==> config.mk <==
export PLATFORM = sky130hd
export DESIGN_NAME = modular_exponentiation_core
export DESIGN_NICKNAME = d
export VERILOG_FILES = /design/src/rtl/core/modexp_pkg.sv /design/src/rtl/core/modular_exponentiation_core.sv /design/src/rtl/core/modexp_dp.sv /design/src/rtl/core/modexp_ctrl.sv
export VERILOG_INCLUDE_DIRS = /design/src /design/src/rtl/core
export SDC_FILE = /design/constraint.sdc
export NUM_CORES = 1
export LEC_CHECK = 0
export ABC_AREA = 1
export BUFFER_PORTS_ARGS = -buffer_cell sky130_fd_sc_hd__buf_2
export CAP_MARGIN = 10
export CELL_PAD_IN_SITES_DETAIL_PLACEMENT = 1
export CELL_PAD_IN_SITES_GLOBAL_PLACEMENT = 2
export CORE_MARGIN = 5
export CORE_UTILIZATION = 32
export CTS_BUF_LIST = sky130_fd_sc_hd__clkbuf_16
export CTS_CLUSTER_SIZE = 40
export DETAILED_ROUTE_END_ITERATION = 16
export HOLD_SLACK_MARGIN = 0.12
export PLACE_DENSITY_LB_ADDON = 0.1
export SLEW_MARGIN = 20
export SYNTH_ARGS = -nofsm -noshare
export SYNTH_HDL_FRONTEND = slang
export SYNTH_SLANG_ARGS = --single-unit
==> constraint.sdc <==
create_clock -name aclk -period 7.8 [get_ports aclk]
set_input_delay 0.78 -clock aclk [delete_from_list [all_inputs] [get_ports aclk]]
set_output_delay 0.78 -clock aclk [all_outputs]
set_load 0.005 [all_outputs]
==> src/rtl/core/modular_exponentiation_core_defines.svh <==
// Assertion macros shared by the modular exponentiation RTL.
// Depends on nothing; users supply aclk and aresetn in scope.
`ifndef MODULAR_EXPONENTIATION_CORE_DEFINES_SVH
`define MODULAR_EXPONENTIATION_CORE_DEFINES_SVH

// Check an implication on every clock, held off during reset.
`define MODEXP_ASSERT_IMP(label, ante, cons, msg) \
    label: assert property (@(posedge aclk) disable iff (!aresetn) (ante) |-> (cons)) \
        else $error(msg);

// Check an implication on the clock after the antecedent, held off during reset.
`define MODEXP_ASSERT_NEXT(label, ante, cons, msg) \
    label: assert property (@(posedge aclk) disable iff (!aresetn) (ante) |=> (cons)) \
        else $error(msg);

`endif

==> src/rtl/core/modexp_pkg.sv <==
// Shared types and constants of the modular exponentiation core.
// Depends on nothing; used by the controller, the datapath and the top level.
package modexp_pkg;

    localparam int OPERAND_WIDTH = 64;
    localparam int CNT_W         = $clog2(OPERAND_WIDTH);
    localparam logic [CNT_W-1:0] STEP_LAST = CNT_W'(OPERAND_WIDTH - 1);

    localparam int IN_TDATA_W  = 192;
    localparam int OUT_TDATA_W = 64;

    typedef logic [OPERAND_WIDTH-1:0] operand_t;

    localparam logic [1:0] OP_REDUCE  = 2'd0;
    localparam logic [1:0] OP_MUL_ACC = 2'd1;
    localparam logic [1:0] OP_MUL_SQ  = 2'd2;

    typedef struct packed {
        logic       load;
        logic       init;
        logic       step;
        logic [1:0] op;
        logic       wr_acc;
        logic       wr_sq;
        logic       shift_exp;
        logic       out_load;
    } modexp_cmd_t;

    typedef struct packed {
        logic exp_zero;
        logic exp_lsb;
        logic mod_zero;
        logic out_busy;
    } modexp_status_t;

endpackage

==> src/rtl/core/modular_exponentiation_core.sv <==
// Modular exponentiation core: base^exponent mod modulus, right-to-left binary.
// Instantiates modexp_ctrl and modexp_dp; uses modexp_pkg.
//
// Usage:
//   Input request on s_*: tdata holds base, exponent, modulus (64 bits each,
//   base lowest). s_tready is high only while the core is idle.
//   Result on m_*: tdata holds the 64-bit power; tuser is high when the
//   modulus was zero (power then reads 0).
//   Sequence: load, reduce the base, then for each exponent bit up to its
//   highest set one, a multiply into the accumulator where the bit is set,
//   then a square, with a check after each bit. A zero modulus goes straight
//   to the result. Each modular product takes one shift-add step per cycle
//   through a single add/reduce unit.
//   The finished result sits in an output register, so the next request is
//   taken while it waits; if m_tready stays low and a second result is
//   ready, the core holds it until the register frees.
//   Reset (aresetn low, synchronous) drops any request in flight and any
//   pending result.
module modular_exponentiation_core (
    input  logic                               aclk,
    input  logic                               aresetn,
    input  logic                               s_tvalid,
    output logic                               s_tready,
    input  logic [modexp_pkg::IN_TDATA_W-1:0]  s_tdata,   // base, exponent, modulus
    output logic                               m_tvalid,
    input  logic                               m_tready,
    output logic [modexp_pkg::OUT_TDATA_W-1:0] m_tdata,   // power_result
    output logic                               m_tuser    // bad_modulus
);

    modexp_pkg::modexp_cmd_t    cmd;
    modexp_pkg::modexp_status_t status;

    modexp_ctrl u_ctrl (
        .aclk     (aclk),
        .aresetn  (aresetn),
        .s_tvalid (s_tvalid),
        .s_tready (s_tready),
        .status   (status),
        .cmd      (cmd)
    );

    modexp_dp u_dp (
        .aclk     (aclk),
        .aresetn  (aresetn),
        .s_tdata  (s_tdata),
        .cmd      (cmd),
        .status   (status),
        .m_tready (m_tready),
        .m_tvalid (m_tvalid),
        .m_tdata  (m_tdata),
        .m_tuser  (m_tuser)
    );

endmodule

==> src/rtl/core/modexp_dp.sv <==
// Datapath: operand registers, shift-add modular step unit, output register.
// Depends on modexp_pkg; driven by modexp_ctrl commands.
module modexp_dp (
    input  logic                              aclk,
    input  logic                              aresetn,
    input  logic [modexp_pkg::IN_TDATA_W-1:0] s_tdata,
    input  modexp_pkg::modexp_cmd_t           cmd,
    output modexp_pkg::modexp_status_t        status,
    input  logic                              m_tready,
    output logic                              m_tvalid,
    output logic [modexp_pkg::OUT_TDATA_W-1:0] m_tdata,
    output logic                              m_tuser
);

    localparam int W = modexp_pkg::OPERAND_WIDTH;

    modexp_pkg::operand_t base_reg, exp_reg, mod_reg, acc_reg, sq_reg, r_reg, y_reg;
    modexp_pkg::operand_t in_base, in_exp, in_mod, addend, r_next, y_init;
    logic [W+1:0] sum, mod1, mod2, diff1, diff2;
    logic [modexp_pkg::OUT_TDATA_W-1:0] result_reg;
    logic bad_reg, out_valid_reg, out_valid_next;

    assign in_base = s_tdata[W-1:0];
    assign in_exp  = s_tdata[64+W-1:64];
    assign in_mod  = s_tdata[128+W-1:128];

    always_comb begin
        if (!y_reg[W-1]) begin
            addend = '0;
        end else if (cmd.op == modexp_pkg::OP_REDUCE) begin
            addend = modexp_pkg::operand_t'(1);
        end else begin
            addend = sq_reg;
        end
        sum   = {1'b0, r_reg, 1'b0} + {2'b00, addend};
        mod1  = {2'b00, mod_reg};
        mod2  = {1'b0, mod_reg, 1'b0};
        diff1 = sum - mod1;
        diff2 = sum - mod2;
        if (sum >= mod2) begin
            r_next = diff2[W-1:0];
        end else if (sum >= mod1) begin
            r_next = diff1[W-1:0];
        end else begin
            r_next = sum[W-1:0];
        end
    end

    always_comb begin
        case (cmd.op)
            modexp_pkg::OP_REDUCE:  y_init = base_reg;
            modexp_pkg::OP_MUL_ACC: y_init = acc_reg;
            modexp_pkg::OP_MUL_SQ:  y_init = sq_reg;
            default:                y_init = sq_reg;
        endcase
    end

    always_ff @(posedge aclk) begin
        if (cmd.load) begin
            base_reg <= in_base;
            exp_reg  <= in_exp;
            mod_reg  <= in_mod;
            acc_reg  <= (in_mod == modexp_pkg::operand_t'(1)) ? '0 :
                        modexp_pkg::operand_t'(1);
        end else begin
            if (cmd.wr_acc) begin
                acc_reg <= r_reg;
            end
            if (cmd.wr_sq) begin
                sq_reg <= r_reg;
            end
            if (cmd.shift_exp) begin
                exp_reg <= exp_reg >> 1;
            end
        end
        if (cmd.init) begin
            r_reg <= '0;
            y_reg <= y_init;
        end else if (cmd.step) begin
            r_reg <= r_next;
            y_reg <= y_reg << 1;
        end
        if (cmd.out_load) begin
            result_reg <= (mod_reg == '0) ? '0 : modexp_pkg::OUT_TDATA_W'(acc_reg);
            bad_reg    <= (mod_reg == '0);
        end
    end

    always_comb begin
        out_valid_next = out_valid_reg;
        if (m_tready) begin
            out_valid_next = 1'b0;
        end
        if (cmd.out_load) begin
            out_valid_next = 1'b1;
        end
    end

    always_ff @(posedge aclk) begin
        if (!aresetn) begin
            out_valid_reg <= 1'b0;
        end else begin
            out_valid_reg <= out_valid_next;
        end
    end

    assign status.exp_zero = (exp_reg == '0);
    assign status.exp_lsb  = exp_reg[0];
    assign status.mod_zero = (mod_reg == '0);
    assign status.out_busy = out_valid_reg & ~m_tready;

    assign m_tvalid = out_valid_reg;
    assign m_tdata  = result_reg;
    assign m_tuser  = bad_reg;

endmodule

==> src/rtl/core/modexp_ctrl.sv <==
// Controller: sequences reduction, multiply and square passes over the exponent.
// Depends on modexp_pkg and the assertion macro header.
`include "modular_exponentiation_core_defines.svh"

module modexp_ctrl (
    input  logic                       aclk,
    input  logic                       aresetn,
    input  logic                       s_tvalid,
    output logic                       s_tready,
    input  modexp_pkg::modexp_status_t status,
    output modexp_pkg::modexp_cmd_t    cmd
);

    localparam logic [2:0] S_IDLE   = 3'd0;
    localparam logic [2:0] S_START  = 3'd1;
    localparam logic [2:0] S_RUN    = 3'd2;
    localparam logic [2:0] S_COMMIT = 3'd3;
    localparam logic [2:0] S_CHECK  = 3'd4;
    localparam logic [2:0] S_FINISH = 3'd5;

    logic [2:0] state_reg, state_next;
    logic [1:0] op_reg, op_next;
    logic [modexp_pkg::CNT_W-1:0] cnt_reg, cnt_next;

    assign s_tready = (state_reg == S_IDLE);

    always_comb begin
        state_next = state_reg;
        op_next    = op_reg;
        cnt_next   = cnt_reg;
        cmd        = '0;
        cmd.op     = op_reg;
        case (state_reg)
            S_IDLE: begin
                if (s_tvalid) begin
                    cmd.load   = 1'b1;
                    state_next = S_START;
                end
            end
            S_START: begin
                if (status.mod_zero) begin
                    state_next = S_FINISH;
                end else begin
                    op_next    = modexp_pkg::OP_REDUCE;
                    cmd.op     = modexp_pkg::OP_REDUCE;
                    cmd.init   = 1'b1;
                    cnt_next   = '0;
                    state_next = S_RUN;
                end
            end
            S_RUN: begin
                cmd.step = 1'b1;
                cnt_next = cnt_reg + 1'b1;
                if (cnt_reg == modexp_pkg::STEP_LAST) begin
                    state_next = S_COMMIT;
                end
            end
            S_COMMIT: begin
                case (op_reg)
                    modexp_pkg::OP_MUL_ACC: begin
                        cmd.wr_acc = 1'b1;
                        op_next    = modexp_pkg::OP_MUL_SQ;
                        cmd.op     = modexp_pkg::OP_MUL_SQ;
                        cmd.init   = 1'b1;
                        cnt_next   = '0;
                        state_next = S_RUN;
                    end
                    modexp_pkg::OP_MUL_SQ: begin
                        cmd.wr_sq     = 1'b1;
                        cmd.shift_exp = 1'b1;
                        state_next    = S_CHECK;
                    end
                    default: begin
                        cmd.wr_sq  = 1'b1;
                        state_next = S_CHECK;
                    end
                endcase
            end
            S_CHECK: begin
                if (status.exp_zero) begin
                    state_next = S_FINISH;
                end else begin
                    op_next    = status.exp_lsb ? modexp_pkg::OP_MUL_ACC :
                                 modexp_pkg::OP_MUL_SQ;
                    cmd.op     = op_next;
                    cmd.init   = 1'b1;
                    cnt_next   = '0;
                    state_next = S_RUN;
                end
            end
            S_FINISH: begin
                if (!status.out_busy) begin
                    cmd.out_load = 1'b1;
                    state_next   = S_IDLE;
                end
            end
            default: begin
                state_next = S_IDLE;
            end
        endcase
    end

    always_ff @(posedge aclk) begin
        if (!aresetn) begin
            state_reg <= S_IDLE;
            op_reg    <= modexp_pkg::OP_REDUCE;
            cnt_reg   <= '0;
        end else begin
            state_reg <= state_next;
            op_reg    <= op_next;
            cnt_reg   <= cnt_next;
        end
    end

    `MODEXP_ASSERT_IMP(a_init_not_step, cmd.init, !cmd.step, "init and step together")
    `MODEXP_ASSERT_IMP(a_out_free, cmd.out_load, !status.out_busy, "result register overrun")
    `MODEXP_ASSERT_NEXT(a_load_starts, cmd.load, state_reg == S_START, "load not followed by start")
    `MODEXP_ASSERT_IMP(a_run_inited, (state_reg == S_RUN) && (cnt_reg == '0),
        $past(cmd.init), "run entered without init")

endmodule

# Word level (Yosys, flattened, before mapping)
# Index checks and enable logic that the tools add are counted.
[word_totals]
reg_bits = 525
mem_count = 0
in_bits = 196
mem_bits_rw = 0
output_inout_bits = 67
word_cells = 96
mem_bits_ro = 0
latch_bits = 0
[classes]
shifts = 0
order_cmp = 2
muxes = 44
n_eq_ne = 16
n_mul = 0
n_addsub = 4
n_reduce_logical = 14
n_div = 0
n_bitwise = 3
[ops]
columns = ["operator", "n"]
rows = [
  ["64-bit 2-to-1 mux", 10],
  ["64-bit zero test", 2],
  ["64-bit one-hot mux with 2 select lines", 1],
  ["64-bit subtractor", 2],
  ["65-bit by 64-bit adder with 66-bit output", 1],
  ["66-bit by 64-bit >= comparator with 1-bit output", 1],
  ["66-bit by 65-bit >= comparator with 1-bit output", 1],
  ["64-bit by 1-bit equality test with 1-bit output, second input constant", 1],
  ["3-bit 2-to-1 mux", 8],
  ["6-bit one-hot mux with 4 select lines", 1],
  ["6-bit 2-to-1 mux", 3],
  ["3-bit one-hot mux with 6 select lines", 1],
  ["1-bit 2-to-1 mux", 13],
  ["2-bit one-hot mux with 3 select lines", 2],
  ["2-bit != test, second input constant", 5],
  ["2-bit 2-to-1 mux", 4],
  ["2-bit nonzero test", 4],
  ["6-bit by 1-bit adder with 6-bit output, second input constant", 1],
  ["3-bit by 2-bit equality test with 1-bit output, second input constant", 2],
  ["3-bit equality test, second input constant", 2],
  ["6-bit equality test, second input constant", 1],
  ["2-bit by 1-bit equality test with 1-bit output, second input constant", 2],
  ["2-bit AND reduction", 2],
  ["4-bit AND reduction", 1],
  ["other kinds (11)", 12],
]

# Longest topological paths before layout
[depth]
word_depth = 10
ltp_mapped = 50
mapped_depth_nobuf = 48

# Hierarchy
# Synthesis repeated with hierarchy kept, for this count alone.
[hier_totals]
hier_cells = 4949
hier_area_um2 = 36761.5
[modules_own_cells]
columns = ["mod", "instances", "cells_per_inst", "seq_area_each_um2", "area_per_inst_um2"]
rows = [
  ["modexp_dp", 1, 4832, 14784.2, 35952.0],
  ["modexp_ctrl", 1, 117, 220.2, 809.5],
]

# Least setup slack after synthesis
# No wires, ideal clock.
[synth_path]
path_type = "in2reg"
start = "input m_tready"
end = "register u_dp.result_reg, in the netlist u_dp.m_tdata[0] (enable)"
t_required_ns = 7.151
setup_ns = 0.649
n_path_buf = 0
arrival_time_ns = 6.976
path_slack_ns = 0.176
cell_stages = 2
cell_sequence = "nor2_1 nor4_1"
[synth_lines]
columns = ["element", "line_no", "rtl"]
rows = [
  ["from (decl)", "modular_exponentiation_core.sv:26", "input logic m_tready,"],
  ["to (signal assigned)", "modexp_dp.sv:84", "result_reg <= (mod_reg == '0) ? '0 : modexp_pkg::OUT_TDATA_W'(acc_reg);"],
  ["to (decl)", "modexp_dp.sv:20", "logic [modexp_pkg::OUT_TDATA_W-1:0] result_reg;"],
]

# Final worst setup path
[layout_path]
start = "register u_dp.exp_reg[37]"
end = "register u_dp.r_reg[6]"
[layout_via]
elab_chain_len = 10
elab_cells_between_ends = 15
classes_between = "add/sub (3); order compare (2); mux (8); reduce/logical (2)"
[layout_lines]
columns = ["element", "line_no", "rtl"]
rows = [
  ["from (decl)", "modexp_dp.sv:17", "modexp_pkg::operand_t base_reg, exp_reg, mod_reg, acc_reg, sq_reg, r_reg, y_reg;"],
  ["from (signal assigned)", "modexp_dp.sv:61", "exp_reg <= in_exp;"],
  ["from (signal assigned)", "modexp_dp.sv:73", "exp_reg <= exp_reg >> 1;"],
  ["64-bit zero test *", "modexp_dp.sv:107", "assign status.exp_zero = (exp_reg == '0);"],
  ["2-bit 2-to-1 mux", "-", ""],
  ["2-bit one-hot mux with 3 select lines", "modexp_ctrl.sv:33", "case (state_reg)"],
  ["2-bit zero test", "modexp_dp.sv:30", "end else if (cmd.op == modexp_pkg::OP_REDUCE) begin"],
  ["64-bit 2-to-1 mux", "modexp_dp.sv:30", ""],
  ["64-bit 2-to-1 mux", "modexp_dp.sv:28", "if (!y_reg[W-1]) begin"],
  ["65-bit by 64-bit adder with 66-bit output", "modexp_dp.sv:35", "sum = {1'b0, r_reg, 1'b0} + {2'b00, addend};"],
  ["64-bit subtractor / 66-bit by 64-bit >= comparator with 1-bit output (equally long branches)", "modexp_dp.sv:38, modexp_dp.sv:42", ""],
  ["64-bit 2-to-1 mux", "modexp_dp.sv:42", "end else if (sum >= mod1) begin"],
  ["64-bit 2-to-1 mux", "modexp_dp.sv:40", "if (sum >= mod2) begin"],
  ["to (signal assigned)", "modexp_dp.sv:80", "r_reg <= r_next;"],
  ["to (decl)", "modexp_dp.sv:17", ""],
]
# Every way passes the cells marked *; elsewhere a longest branch is shown, timed or not.
# A chain may end at the register's enable or synchronous reset.

==> summary by stage <==
Critical path
Data arrives at the worst endpoint at 7.88 ns. Data on the critical path is required at its endpoint by 8.40 ns. The startpoint class of the critical path is a register. The critical path class is reg2reg. The number of cells on the worst reg-to-reg path is 40.

STA classifies the critical path endpoint as a register. The highest fanout seen on the critical path is 48. The worst-case register-to-register setup slack is 0.53 ns. The largest stage delay on the critical path is 0.49 ns. The largest individual stage delay along the critical path comes from the cell sky130_fd_sc_hd__ha_1.

The most repeated library cell on the critical path is sky130_fd_sc_hd__nand2_1.

Global routing
After global routing the overflow that remains totals 0. Entering global routing, the biggest net connects 111 pins. The number of global-route vias before repair is 36700. For met1 alone, demand over resource in global routing was 36.0%. met2 is the most crowded layer. The number of antenna violations at the first check in global routing was 0.

The met2 track demand over resource in global routing is 40.1%. Global routing used 25.4% of the available tracks across all layers. The first-pass GRT wire length is 233000 um. The met3 track demand over resource is 3.16%.

Clock network
After clock tree synthesis, the clock-pin slew on the worst setup and hold paths is 0.06 ns. In this run, post-CTS hold repair placed 0 buffers. The number of clock sinks is 525.

The clock latency on the worst-skew pair is 0.68 ns. The number of buffers on the longest clock path is 3. The number of clock buffers inserted by TritonCTS is 67. The number of levels the H-tree was split into is 3. The root buffer cell chosen for the clock tree is sky130_fd_sc_hd__clkbuf_16.

TritonCTS built the clock tree.

Synthesis
The count of unique library cells instantiated by Yosys is 56. The flip-flop cell with the highest count after synthesis is sky130_fd_sc_hd__edfxtp_1. Sequential cells were found to cover 40.4% of the synthesized design area. By area, the combinational part of the netlist is dominated by simple AND/OR/NAND/NOR gates. The commonest cells after synthesis are sky130_fd_sc_hd__nand2_1, sky130_fd_sc_hd__inv_1, sky130_fd_sc_hd__nor2_1.

The most common cell in the synthesized netlist is sky130_fd_sc_hd__nand2_1. The synthesized instance count is 5098. The Yosys step of the flow raised 0 warnings.

The post-synthesis simple-gate area fraction is 28.3%. Dividing the synthesized area by the synthesized cell count gives 7.28 sq um. The post-synthesis xor/xnor area fraction is 3.21%.

The number of synthesized register bits is 525. The share of synthesized cell area in full adder, half adder and majority cells is 6.63%. Of the post-synthesis cell area, the part taken by muxes is 0%.

The fraction of synthesis flops using an asynchronous set or reset pin is 0%. Ranked by total cell area, the synthesized netlist is headed by sky130_fd_sc_hd__edfxtp_1, sky130_fd_sc_hd__nand2_1, sky130_fd_sc_hd__inv_1. The count of flip-flops with a built-in enable after synthesis is 449.

The share of the synthesized area in compound gates (AO/OA/AOI/OAI) is 11.8%. Counting every net in the synthesized netlist gives 5489. Summing every instance area after synthesis gives 37100 sq um. After synthesis, the largest area contributor takes up 36.3% of total cell area. The biggest area contributor in the post-synthesis netlist is sky130_fd_sc_hd__edfxtp_1.

Worst hold path
Counting instances, the worst hold path has a depth of 1. The type of the tightest min-delay check is in2reg.

Timing
After routing, the total negative slack on setup checks comes to 0 ns. The max-slew headroom at the worst pin is 33.6%. For this run, the top clock speed supported by timing is 137 MHz. The final max-slew violation count came to 0. The number of endpoints with negative hold slack in the final report was 0. The maximum clock skew at final layout is 0.0323 ns. The count of final setup violators is 0.

The transition time at the pin with the least slew margin is 0.996 ns. The final worst slack is 0.526 ns. After layout, the worst path uses 93.3% of the clock period.

Setup repair after global routing left no endpoint under its margin. The worst path needs 7.27 ns of the cycle, external delays included.

Route
The detailed-route via count is 35300. The detail route stage leaves a number of antenna-violating nets equal to 0. The first routing iteration left 2164 violations. The total wirelength of the detailed-routed design is 159000 um. The number of search-and-repair iterations in the first detailed-routing pass is 5. The number of vias per cell is 4.94. For this run, design rule violations remaining after detail routing come to 0. The average wire per cell in the routed design is 22.3 um.

Power and ir drop
The static leakage is 20.9 nW. The largest voltage drop on the vdd net is 0.000171 V. In this run the power density over the cells is 354 nW/um^2.

Final layout
The non-filler instance count after layout is 7151. In the final design database the tool counted 5965 nets. The fraction of final layout cells sized beyond drive strength 1 is 13.2%. The repair_antennas step left the layout with diodes totalling 0. After routing the design area is 44200 sq um.

The area added between synthesis and finish is 19.1%.

Placed design
Detailed placement ended at an HPWL of 133000 um. The total instance count after detailed placement is 7028. After detailed placement, the total cell area comes to 41900 sq um. The final weighted congestion of routability-driven global placement is 0.950. Input and output buffers added on the ports amount to 262. Prior to clock tree synthesis, the placed netlist has a worst setup slack of -0.526 ns.

Floorplanning
Measured along the y axis, the die boundary spans 351 um. The floorplan has 125 rows. 263 I/O pins were placed.

The initial utilization of the core area, before any placement, comes to 32.1%. The core outline area is 116000 sq um. The horizontal die dimension is 351 um. The overall die area is 123000 sq um.

Status
The run finished with clean final reports.

Run
The max-cap check violation count is 0.
==> area by class of cell <==
type | count | area [sq um]
inverter | 767 | 2890
sequential | 525 | 15000
clock buffer | 67 | 1680
clock inverter | 55 | 527
tap | 1524 | 1910
timing repair buffer | 537 | 3530
multi-input combinational | 3676 | 18700
fill | 14400 | 71500
==> metrics by stage <==
| step | util [%] | hold slack (ns) | power [mW] |
|---|---|---|---|
| after floorplan | - | 0.443 | 8.92 |
| after global placement | 36.2 | 0.469 | 12.4 |
| after detailed placement | 36.2 | 0.470 | 12.4 |
| after CTS | 38.1 | 0.225 | 15.7 |
| after global routing | 38.2 | 0.243 | 16.7 |
| final | 38.2 | 0.287 | 15.7 |
==> cell usage in the layout, fill, tap and decap left out, types with 28 or more instances in the layout <==
cell and count:
sky130_fd_sc_hd__nand3_1 318, sky130_fd_sc_hd__dfxtp_1 76, sky130_fd_sc_hd__a21o_1 29, sky130_fd_sc_hd__nand4_1 34
sky130_fd_sc_hd__buf_4 263, sky130_fd_sc_hd__nor2_1 724, sky130_fd_sc_hd__o21bai_1 28, sky130_fd_sc_hd__edfxtp_1 449
sky130_fd_sc_hd__nor4_1 28, sky130_fd_sc_hd__a21oi_1 308, sky130_fd_sc_hd__o211ai_1 54, sky130_fd_sc_hd__nor3_1 35
sky130_fd_sc_hd__nand2_1 1352, sky130_fd_sc_hd__ha_1 191, sky130_fd_sc_hd__inv_1 749, sky130_fd_sc_hd__xor2_1 113
sky130_fd_sc_hd__o21ai_0 247, sky130_fd_sc_hd__buf_2 262, sky130_fd_sc_hd__clkbuf_16 67
==> kinds of logic after synthesis <==
| group | count (synthesis) |
|---|---|
| compound gates | 778 |
| xor+xnor | 136 |
| fa+ha+maj | 195 |
| buf+inv | 897 |
| flops | 525 |
| simple gates | 2567 |
==> metal layers <==
metal | wire length, um | share of wire [%] | vias up
li1 | - | - | 17600
met1 | 77600 | 49 | 16900
met2 | 69600 | 44 | 666
met3 | 6090 | 3.8 | 185
met4 | 6070 | 3.8 | 0
met5 | 0 | 0 | -
==> worst paths after layout <==
kind,startpoint,endpoint
min reg2reg,u_ctrl.cnt_reg[4],u_ctrl.cnt_reg[4]
max,u_dp.exp_reg[37],u_dp.r_reg[6]
max reg2reg,u_dp.exp_reg[37],u_dp.r_reg[6]
min,s_tdata[45],u_dp.base_reg[45]
==> worst max-delay path, delay by kind of cell (launching register included) <==
kind                       cells  cell delay, ns
AOI/OAI and AO/OA              5            1.27
and+or+nand+nor               26            3.55
adders and majority gates      2            0.86
DFF                            1            0.38
buffers and inverters          7            1.01
==> where the power goes <==
part | total [mW] | switching (mW) | internal [mW] | leakage (nW)
clock | 3.14 | 1.34 | 1.79 | 1.12
combinational | 8.28 | 5.60 | 2.68 | 14.9
sequential | 4.23 | 0.439 | 3.79 | 4.87
total | 15.7 | 7.38 | 8.27 | 20.9
==> what timing repair did <==
item                                    in CTS  in global routing
buffers inserted                             0                  1
pin swaps                                    1                  1
endpoints found under the setup margin      64                 64
resized for setup                            3                 13
(Power assumes the default switching activity.)
